$ cat src/hw/rtl/usbrh_pkg.sv
// ----------------------------------------------------------------------------
// usbrh_pkg
// Shared types, constants and lookup functions for the root hub responder.
// ----------------------------------------------------------------------------
package usbrh_pkg;

	localparam int unsigned S_TDATA_W = 56;
	localparam int unsigned M_TDATA_W = 32;
	localparam int unsigned M_TUSER_W = 3;
	localparam int unsigned IDX_W     = 4;

	localparam logic [2:0] KIND_CLR  = 3'd0;
	localparam logic [2:0] KIND_SET  = 3'd1;
	localparam logic [2:0] KIND_DESC = 3'd2;
	localparam logic [2:0] KIND_STAT = 3'd3;
	localparam logic [2:0] KIND_NOP  = 3'd4;
	localparam logic [2:0] KIND_ERR  = 3'd5;

	localparam logic [7:0] RT_PORT_CLASS = 8'h23;
	localparam logic [7:0] RT_PORT_READ  = 8'hA3;
	localparam logic [7:0] RT_HUB_READ   = 8'hA0;

	localparam logic [7:0] RQ_GET_STATUS     = 8'd0;
	localparam logic [7:0] RQ_CLEAR_FEATURE  = 8'd1;
	localparam logic [7:0] RQ_GET_STATE      = 8'd2;
	localparam logic [7:0] RQ_SET_FEATURE    = 8'd3;
	localparam logic [7:0] RQ_SET_ADDRESS    = 8'd5;
	localparam logic [7:0] RQ_GET_DESCRIPTOR = 8'd6;
	localparam logic [7:0] RQ_SET_DESCRIPTOR = 8'd7;
	localparam logic [7:0] RQ_GET_CONFIG     = 8'd8;
	localparam logic [7:0] RQ_SET_CONFIG     = 8'd9;
	localparam logic [7:0] RQ_GET_INTERFACE  = 8'd10;
	localparam logic [7:0] RQ_SET_INTERFACE  = 8'd11;
	localparam logic [7:0] RQ_SYNCH_FRAME    = 8'd12;

	localparam logic [15:0] FEAT_ENABLE      = 16'd1;
	localparam logic [15:0] FEAT_SUSPEND     = 16'd2;
	localparam logic [15:0] FEAT_RESET       = 16'd4;
	localparam logic [15:0] FEAT_CONN_CHANGE = 16'd16;
	localparam logic [15:0] FEAT_EN_CHANGE   = 16'd17;

	localparam logic [15:0] WC_MASK  = 16'hFFF5;
	localparam logic [15:0] BIT_CSC  = 16'h0002;
	localparam logic [15:0] BIT_PED  = 16'h0004;
	localparam logic [15:0] BIT_PEDC = 16'h0008;
	localparam logic [15:0] BIT_PR   = 16'h0200;
	localparam logic [15:0] BIT_SUSP = 16'h1000;

	localparam logic [3:0] LEN_STATUS = 4'd4;
	localparam logic [3:0] LEN_DESC   = 4'd9;

	typedef struct packed {
		logic        port_write;
		logic        port_number;
		logic [15:0] port_value;
		logic        reply_valid;
		logic [7:0]  reply_byte;
		logic [3:0]  reply_length;
		logic        request_error;
		logic        last_result;
	} result_t;

	function automatic logic [7:0] hub_desc_byte(input logic [IDX_W-1:0] idx);
		logic [7:0] b;
		case (idx)
			4'd0: b = 8'd9;
			4'd1: b = 8'h29;
			4'd2: b = 8'd2;
			4'd3: b = 8'h09;
			4'd4: b = 8'h00;
			4'd5: b = 8'd1;
			4'd6: b = 8'd100;
			4'd7: b = 8'h00;
			4'd8: b = 8'hFF;
			default: b = 8'h00;
		endcase
		return b;
	endfunction

	// standard and hub requests that are taken but do nothing
	function automatic logic is_nop(input logic [7:0] t, input logic [7:0] r);
		logic ok;
		case (t)
			8'h00: ok = (r == RQ_CLEAR_FEATURE) || (r == RQ_SET_ADDRESS) ||
				(r == RQ_SET_DESCRIPTOR) || (r == RQ_SET_CONFIG) ||
				(r == RQ_SET_FEATURE);
			8'h01: ok = (r == RQ_CLEAR_FEATURE) || (r == RQ_SET_FEATURE) ||
				(r == RQ_SET_INTERFACE);
			8'h02: ok = (r == RQ_CLEAR_FEATURE) || (r == RQ_SET_FEATURE);
			8'h80: ok = (r == RQ_GET_CONFIG) || (r == RQ_GET_DESCRIPTOR) ||
				(r == RQ_GET_STATUS);
			8'h81: ok = (r == RQ_GET_INTERFACE) || (r == RQ_GET_STATUS);
			8'h82: ok = (r == RQ_GET_STATUS) || (r == RQ_SYNCH_FRAME);
			8'h20: ok = (r == RQ_CLEAR_FEATURE) || (r == RQ_SET_DESCRIPTOR) ||
				(r == RQ_SET_FEATURE);
			8'hA3: ok = (r == RQ_GET_STATE);
			8'hA0: ok = (r == RQ_GET_STATUS);
			default: ok = 1'b0;
		endcase
		return ok;
	endfunction

endpackage

$ cat src/hw/rtl/usb_root_hub_request_responder.sv
// ----------------------------------------------------------------------------
// usb_root_hub_request_responder
// Answers hub control requests for a two-port UHCI root hub: port register
// writes, port status bytes and the hub descriptor.
// ----------------------------------------------------------------------------
// One request word enters an input register and is answered from there, one
// result word per cycle into an output register while the sink accepts; a
// request holds the input stage until its last result leaves, and it has 1
// result for most requests, 2 for SetPortFeature reset, 4 for GetPortStatus
// and 9 for GetHubDescriptor. The next request is taken in the same cycle as
// the last result of the current one leaves the input stage, so with a ready
// sink back-to-back single-result requests run at one per cycle. The output
// register decouples the sink, and output stalls hold the input stage.
module usb_root_hub_request_responder (
	input  logic                                clk,
	input  logic                                arst_n,
	input  logic                                s_axis_tvalid,
	output logic                                s_axis_tready,
	// request_type, request_code, feature_value, port_index, port_status_in
	input  logic [usbrh_pkg::S_TDATA_W-1:0]     s_axis_tdata,
	output logic                                m_axis_tvalid,
	input  logic                                m_axis_tready,
	// port_number, port_value, reply_byte, reply_length
	output logic [usbrh_pkg::M_TDATA_W-1:0]     m_axis_tdata,
	// port_write, reply_valid, request_error
	output logic [usbrh_pkg::M_TUSER_W-1:0]     m_axis_tuser,
	output logic                                m_axis_tlast
);
	import usbrh_pkg::*;

	logic              valid_s1;
	logic [7:0]        type_s1;
	logic [7:0]        code_s1;
	logic [15:0]       feat_s1;
	logic              port_s1;
	logic [15:0]       ps_s1;
	logic [IDX_W-1:0]  idx_q;

	logic              m_valid_q;
	result_t           res_q;

	logic [2:0]        kind;
	logic [IDX_W-1:0]  last_idx;
	logic              is_last;
	logic              advance;
	logic              accept;
	result_t           res;
	logic [15:0]       wr_val;
	logic [7:0]        stat_byte;

	always_comb begin
		if (type_s1 == RT_PORT_CLASS && code_s1 == RQ_CLEAR_FEATURE) begin
			kind = KIND_CLR;
		end else if (type_s1 == RT_PORT_CLASS && code_s1 == RQ_SET_FEATURE) begin
			kind = KIND_SET;
		end else if (type_s1 == RT_HUB_READ && code_s1 == RQ_GET_DESCRIPTOR) begin
			kind = KIND_DESC;
		end else if (type_s1 == RT_PORT_READ && code_s1 == RQ_GET_STATUS) begin
			kind = KIND_STAT;
		end else if (is_nop(type_s1, code_s1)) begin
			kind = KIND_NOP;
		end else begin
			kind = KIND_ERR;
		end
	end

	always_comb begin
		case (kind)
			KIND_SET:  last_idx = (feat_s1 == FEAT_RESET) ? 4'd1 : 4'd0;
			KIND_DESC: last_idx = LEN_DESC - 4'd1;
			KIND_STAT: last_idx = LEN_STATUS - 4'd1;
			default:   last_idx = 4'd0;
		endcase
	end

	assign is_last = (idx_q == last_idx);

	always_comb begin
		wr_val = ps_s1;
		if (kind == KIND_CLR) begin
			case (feat_s1)
				FEAT_ENABLE:      wr_val = ps_s1 & ~BIT_PED & WC_MASK;
				FEAT_SUSPEND:     wr_val = ps_s1 & ~BIT_SUSP & WC_MASK;
				FEAT_CONN_CHANGE: wr_val = (ps_s1 & WC_MASK) | BIT_CSC;
				FEAT_EN_CHANGE:   wr_val = (ps_s1 & WC_MASK) | BIT_PEDC;
				default:          wr_val = ps_s1;
			endcase
		end else begin
			case (feat_s1)
				FEAT_RESET: begin
					if (idx_q == 4'd0) begin
						wr_val = (ps_s1 & WC_MASK) | BIT_PED | BIT_PR;
					end else begin
						wr_val = (ps_s1 & WC_MASK & ~BIT_PR) | BIT_PED;
					end
				end
				FEAT_SUSPEND: wr_val = (ps_s1 & WC_MASK) | BIT_SUSP;
				default:      wr_val = ps_s1;
			endcase
		end
	end

	// status low, status high, change low, change high
	always_comb begin
		case (idx_q)
			4'd0:    stat_byte = {3'b000, ps_s1[9], 1'b0, ps_s1[12], ps_s1[2], ps_s1[0]};
			4'd1:    stat_byte = {6'b000000, ps_s1[8], 1'b1};
			4'd2:    stat_byte = {6'b000000, ps_s1[3], ps_s1[1]};
			default: stat_byte = 8'h00;
		endcase
	end

	always_comb begin
		res = '0;
		res.last_result = is_last;
		case (kind)
			KIND_CLR, KIND_SET: begin
				res.port_write  = 1'b1;
				res.port_number = port_s1;
				res.port_value  = wr_val;
			end
			KIND_DESC: begin
				res.reply_valid  = 1'b1;
				res.reply_byte   = hub_desc_byte(idx_q);
				res.reply_length = LEN_DESC;
			end
			KIND_STAT: begin
				res.reply_valid  = 1'b1;
				res.reply_byte   = stat_byte;
				res.reply_length = LEN_STATUS;
			end
			KIND_ERR: begin
				res.request_error = 1'b1;
			end
			default: begin
				res.request_error = 1'b0;
			end
		endcase
	end

	assign advance       = valid_s1 && (!m_valid_q || m_axis_tready);
	assign s_axis_tready = !valid_s1 || (advance && is_last);
	assign accept        = s_axis_tvalid && s_axis_tready;

	always_ff @(posedge clk or negedge arst_n) begin
		if (!arst_n) begin
			valid_s1  <= 1'b0;
			idx_q     <= '0;
			m_valid_q <= 1'b0;
		end else begin
			if (accept) begin
				valid_s1 <= 1'b1;
			end else if (advance && is_last) begin
				valid_s1 <= 1'b0;
			end
			if (advance) begin
				idx_q <= is_last ? '0 : idx_q + 4'd1;
			end
			if (advance) begin
				m_valid_q <= 1'b1;
			end else if (m_axis_tready) begin
				m_valid_q <= 1'b0;
			end
		end
	end

	always_ff @(posedge clk) begin
		if (accept) begin
			type_s1 <= s_axis_tdata[7:0];
			code_s1 <= s_axis_tdata[15:8];
			feat_s1 <= s_axis_tdata[31:16];
			port_s1 <= s_axis_tdata[32];
			ps_s1   <= s_axis_tdata[48:33];
		end
		if (advance) begin
			res_q <= res;
		end
	end

	assign m_axis_tvalid = m_valid_q;
	assign m_axis_tdata  = {3'b000, res_q.reply_length, res_q.reply_byte,
		res_q.port_value, res_q.port_number};
	assign m_axis_tuser  = {res_q.request_error, res_q.reply_valid, res_q.port_write};
	assign m_axis_tlast  = res_q.last_result;

endmodule
$ cat config.mk
export PLATFORM = sky130hd
export DESIGN_NAME = usb_root_hub_request_responder
export DESIGN_NICKNAME = d
export VERILOG_FILES = /design/src/hw/rtl/usbrh_pkg.sv /design/src/hw/rtl/usb_root_hub_request_responder.sv
export SDC_FILE = /design/constraint.sdc
export NUM_CORES = 1
export LEC_CHECK = 0
export BUFFER_PORTS_ARGS = -buffer_cell sky130_fd_sc_hd__buf_4
export CAP_MARGIN = 20
export CELL_PAD_IN_SITES_DETAIL_PLACEMENT = 0
export CELL_PAD_IN_SITES_GLOBAL_PLACEMENT = 1
export CORE_ASPECT_RATIO = 0.8
export CORE_MARGIN = 2
export CORE_UTILIZATION = 45
export CTS_CLUSTER_SIZE = 12
export DETAILED_ROUTE_END_ITERATION = 10
export GPL_TIMING_DRIVEN = 1
export MAX_ROUTING_LAYER = met4
export PLACE_DENSITY_LB_ADDON = 0.1
export SETUP_SLACK_MARGIN = 0.3
export SLEW_MARGIN = 30
export SYNTH_ARGS = -nofsm -noshare
export SYNTH_HDL_FRONTEND = slang
export SYNTH_SLANG_ARGS = --single-unit
$ cat constraint.sdc
create_clock -name clk -period 7.1 [get_ports clk]
set_clock_uncertainty 0.15 [all_clocks]
set_input_delay 1.42 -clock clk [delete_from_list [all_inputs] [get_ports clk]]
set_output_delay 1.42 -clock clk [all_outputs]
set_load 0.02 [all_outputs]
# Yosys cells after proc, flatten, opt, wreduce, memory -nomap -nowiden
# Memory sizes are Yosys's and may differ from the RTL's.
# Cells that the tools add are included.
# totals
mem_bits_ro,128
in_bits,60
ff_bits,88
wordCells,105
memories,1
latch_bits,0
out_inout_bits,38
mem_bits_rw,0
# classes
n_bitwise,0
n_eq_ne,32
div_mod_pow,0
mul,0
mux,25
reduce_logical,30
magnitude_cmp,0
add_sub_neg,1
n_shift,0
# mem_list
name,depth,width,read_ports,rd_clocked_by_memory_dff,write_ports,line,rtl
(no name shown),16,8,1,0,0,usbrh_pkg.sv:65,case (idx)
# ops
op,n
$pmux 13 s2,2
$pmux 13 s4,1
$eq 8x4->1 const B,5
$eq 8x8->1 const B,5
$eq 16x5->1 const B,2
$eq 8x2->1 const B,3
$eq 8x3->1 const B,3
$mux 18,1
$eq 16x1->1 const B,1
$eq 16x2->1 const B,1
$eq 16x3->1 const B,1
$eq 8x1->1 const B,2
$eq 8x6->1 const B,2
$logic_not 8->1,2
$pmux 5 s3,1
$logic_or 1x1->1,14
$mux 13,1
$mux 3,4
$pmux 4 s3,1
$mux 1,11
$mux 10,1
$pmux 1 s9,1
$logic_and 1x1->1,7
$eq 3x2->1 const B,2
other kinds (12),14

# Depth between registers and ports, before layout
# depth
depth_word,22
mapped_depth,9
mapped_depth_nobuf,9

# Worst setup path after synthesis
# OpenSTA, ideal clock, no wires.
# synth_path
path_kind,input port to flip-flop
from,in m_axis_tready
to,"reg code_s1[0], enable pin"
n_path_buf,0
setup_ns,0.461
arrival_time_ns,4.685
setup_slack_ns,1.805
required_time_ns,6.489
cell_stages,5
cell_sequence,nand2b_1 -> nand2_1 -> inv_1 -> a21boi_2 -> nor2b_1
# synth_between
elab_chain_len,5
# synth_rtl
element,line,rtl
start: declaration,usb_root_hub_request_responder.sv:22,"input logic m_axis_tready,"
$logic_or 1x1->1,usb_root_hub_request_responder.sv:141,assign advance = valid_s1 && (!m_valid_q || m_axis_tready);
$logic_and 1x1->1,usb_root_hub_request_responder.sv:141,
named net advance,usb_root_hub_request_responder.sv:45,logic advance;
$logic_and 1x1->1,usb_root_hub_request_responder.sv:142,assign s_axis_tready = !valid_s1 || (advance && is_last);
$logic_or 1x1->1,usb_root_hub_request_responder.sv:142,
$logic_and 1x1->1,usb_root_hub_request_responder.sv:143,assign accept = s_axis_tvalid && s_axis_tready;
named net accept,usb_root_hub_request_responder.sv:46,logic accept;
end signal: assignment,usb_root_hub_request_responder.sv:170,code_s1 <= s_axis_tdata[15:8];
end: declaration,usb_root_hub_request_responder.sv:33,logic [7:0] code_s1;
# The timed path passes the listed nets, and every way through them passes these cells.
# A chain may end at the register's enable or synchronous reset.

# Worst setup path in the final report
# layout_path
from,reg code_s1[5]
to,out s_axis_tready
# layout_between
elab_chain_len,20
word_cells_on_any_way,45
cone_classes,eq/ne (15); mux (11); reduce/logical (19)
# layout_rtl
element,line,rtl
$eq 8x1->1 or $eq 8x3->1 (tied branches),n/a,
$logic_or 1x1->1 (2 in a row),usbrh_pkg.sv:84,8'h00: ok = (r == RQ_CLEAR_FEATURE) || (r == RQ_SET_ADDRESS) ||
$logic_or 1x1->1 (2 in a row),usbrh_pkg.sv:85,(r == RQ_SET_DESCRIPTOR) || (r == RQ_SET_CONFIG) ||
$pmux 1 s9,usbrh_pkg.sv:83,case (t)
$mux 1,usb_root_hub_request_responder.sv:58,end else if (type_s1 == RT_PORT_READ && code_s1 == RQ_GET_STATUS) begin
$mux 1,usb_root_hub_request_responder.sv:56,end else if (type_s1 == RT_HUB_READ && code_s1 == RQ_GET_DESCRIPTOR) begin
$mux 1,usb_root_hub_request_responder.sv:54,end else if (type_s1 == RT_PORT_CLASS && code_s1 == RQ_SET_FEATURE) begin
$mux 1,usb_root_hub_request_responder.sv:52,if (type_s1 == RT_PORT_CLASS && code_s1 == RQ_CLEAR_FEATURE) begin
[... 3 more ...],n/a,
$mux 3,usb_root_hub_request_responder.sv:54,
$mux 3 (*),usb_root_hub_request_responder.sv:52,
$eq 3x2->1 or $eq 3x1->1 (tied branches),usb_root_hub_request_responder.sv:68,case (kind)
$pmux 4 s3 (*),usb_root_hub_request_responder.sv:68,
$eq 4x4->1 (*),usb_root_hub_request_responder.sv:76,assign is_last = (idx_q == last_idx);
named net is_last,usb_root_hub_request_responder.sv:44,logic is_last;
$logic_and 1x1->1 (*),usb_root_hub_request_responder.sv:142,
$logic_or 1x1->1 (*),usb_root_hub_request_responder.sv:142,
end: declaration,usb_root_hub_request_responder.sv:18,"output logic s_axis_tready,"
# The timed path passes the listed nets; every way through them passes the cells marked *. The select of a mux whose other input is x is not followed.

==> flow_summary.yaml <==
outcome:
  status: "finished clean"
yosys:
  synth_seq_cells: 86
  synth-edff-count: 80
  yosysSeqAreaShare_pct: 67.3
  synthMostInstantiatedCell: "edfxtp_1"
  synth_warnings: 0
  synth_area_um2: 3790
  ys_dominant_reg_cell: "edfxtp_1"
  synth.avg_cell_area_um2: 13.9
  synth.distinct_cells: 63
  synthArstFlopShare_pct: 6.98
  yosysTopAreaCell: "edfxtp_1"
  syn_inst: 273
  synth.area.top_cells: "edfxtp_1 63%, dfrtp_1 4.0%, and2_1 2.5%, nor2_1 2.0%, ha_1 1.6%"
  synth.top_cells.by_count: "80 x edfxtp_1, 20 x nor2_1, 15 x and2_1"
  synth_top_area_share_pct: 63.3
clock_tree:
  clock-sinks: 86
  post_cts_resized: 0
  path_clk_slew_ps: 90
  cts_setup_buffers: 0
  cts_max_level: 3
  cts_tree: "yes"
  cts_buffers: 9
  clkLatencyLatePin_ps: 350
  hold_buffers: 0
  cts-root-buf: "clkbuf_8"
  clockBufferDepth: 2
routing:
  antenna_left: 0
  drt-initial-drc-count: 85
  drt_first_pass_iters: 4
  vias_per_cell: 5.20
  vias: 2459
  drcViolationCount: 0
  wl_per_cell_um: 15.1
  routed_wl_mm: 7.14
final_layout:
  final_nets: 426
  drive_gt1_share_pct: 32.9
  syn2layout_area_growth_pct: 24.0
  fin_cells: 473
  antenna_cells: 0
  final_cell_area_um2: 4710
  nFillCells: 674
sta:
  holdWs_ps: 343
  setup_violations: 0
  fin_ws_ps: 2670
  slew_headroom_pct: 57.1
  fin_tns_setup_ps: 0
  tightest_slew_ps: 640
  hold_viol: 0
  rsz0062_at_grt: "false"
  timing.fmax_ghz: 0.226
  drv_slew: 0
  period_share_pct: 62.3
  period_needed_ps: 4430
setup_path:
  cp-start-kind: "flop"
  critPathTopFamily: "simple AND/OR/NAND/NOR gates"
  path_class: "flop to output port"
  timing.critical_path.buf_inv: 2
  crit_arrival_ps: 2860
  end_kind: "output port"
  critPathMaxStageDelay_ps: 570
  cp_max_fo: 6
  slowest_stage: "nor4_1"
  path_cells: "nor4_1 -> nand3_1 -> or3_1 -> a221o_1 -> a21oi_4 -> a21boi_2 -> inv_1 -> buf_4"
  cp.required_ps: 5530
global_routing:
  grt_max_degree: 50
  overflow: 0
  grt_pass1_vias: 2437
  grt_antenna_before_repair: 0
  grt_pass1_wl_mm: 11.8
  grtUsageTotal_pct: 17.6
die:
  std_cell_rows: 29
  die_x_um: 107
  core_um2: 8060
  io_pins: 98
  floorplan.initialDensity_pct: 47.1
  die_y_um: 86.1
  dieArea_um2: 9190
pwr:
  p_leak_uw: 0.00176
  powerDensity_nw_per_um2: 242
  max-vdd-ir-drop_v: 0.000136
place:
  dp_hpwl_mm: 5.09
  dp_slack_ps: 3060
  gp_congestion: 0.804
  placedCellCount: 458
  place_area_um2: 4520
  port_buffers: 86
run:
  cap_viol_max_count: 0
hold_path:
  hold_class: "flop to flop"
[stage by stage]
step           util (%)  total power (uW)
6_report           58.4              1140
5_1_grt            58.4              1200
4_1_cts            58.4              1160
3_5_place_dp       56.1               821
3_3_place_gp       56.1               819
2_1_floorplan         -               753
[layer usage]
| layer | vias up | GRT usage [%] | wire (um) |
|---|---|---|---|
| li1 | 1202 | - | - |
| met1 | 1160 | 23.6 | 3370 |
| met2 | 87 | 25.1 | 3180 |
| met3 | 10 | 5.55 | 480 |
| met4 | 0 | 6.73 | 108 |
| met5 | - | - | 0 |
[path summary, 6_finish.rpt]
check | to | from | slack (ps) | cells past startpoint
worst min-delay path | m_axis_tvalid | valid_s1 | 340 | 1
min in group asynchronous | valid_s1 | arst_n | 700 | 1
worst max register to register | type_s1[7] | code_s1[5] | 3630 | 8
worst min register to register | m_axis_tvalid | valid_s1 | 340 | 1
max in group asynchronous | idx_q[2] | arst_n | 5970 | 1
worst max-delay path | s_axis_tready | code_s1[5] | 2670 | 8
[state kept, by name (all words and copies together), names as in the netlist]
signal	count
m_axis_tdata	27
feat_s1	16
ps_s1	16
code_s1	8
type_s1	8
idx_q	4
m_axis_tuser	3
m_axis_tlast	1
m_axis_tvalid	1
port_s1	1
valid_s1	1
[layout by cell type (no fill, tap or decap), types with 2 or more instances in the layout]
cell type  instances
o22ai_1            2
nand3_1            8
nor2b_1            2
and3_1             3
inv_1              8
conb_1             4
nand3b_1           6
edfxtp_1          80
buf_4             88
nand4_1            7
a311o_1            2
nand2_1           14
clkbuf_8           9
a22oi_1            2
ha_1               5
and2_1            15
nor3b_1            2
o41ai_1            2
mux2i_1            3
or3_1              2
xnor2_1            2
o21ai_0           10
nor3_1             4
a221o_1            2
a21oi_1            7
nand2b_1           5
nor4_1             6
nor2_1            20
nor4b_4            2
dfrtp_1            6
[logic make-up after synthesis]
kind of cell	Yosys count	share of synthesized area, %
AOI/OAI and AO/OA	42	8.28
xor gates and xnor gates	3	0.693
adders and majority gates	5	1.65
buffers and inverters	23	3.30
DFF	86	67.3
muxes	4	1.09
other	1	0.0988
and+or+nand+nor	109	17.6
[final cells by class]
cell class / count / area, um^2 / area share (%)
flip-flops and latches: 86 / 2550 / 54.2
multi-input cells: 167 / 1140 / 24.1
repair buffers: 88 / 661 / 14.0
well taps: 108 / 135 / 2.87
clock buffers: 10 / 128 / 2.71
clock inverters: 5 / 60.1 / 1.28
inverters: 9 / 33.8 / 0.718
[report_power, final]
part           internal (uW)  leakage, uW  switching [uW]  total [uW]
registers                592     0.000820            39.9         632
logic                   82.3     0.000848            95.6         178
clock network            162    0.0000927             169         331
Note: power is estimated with default switching activity, not from simulation.
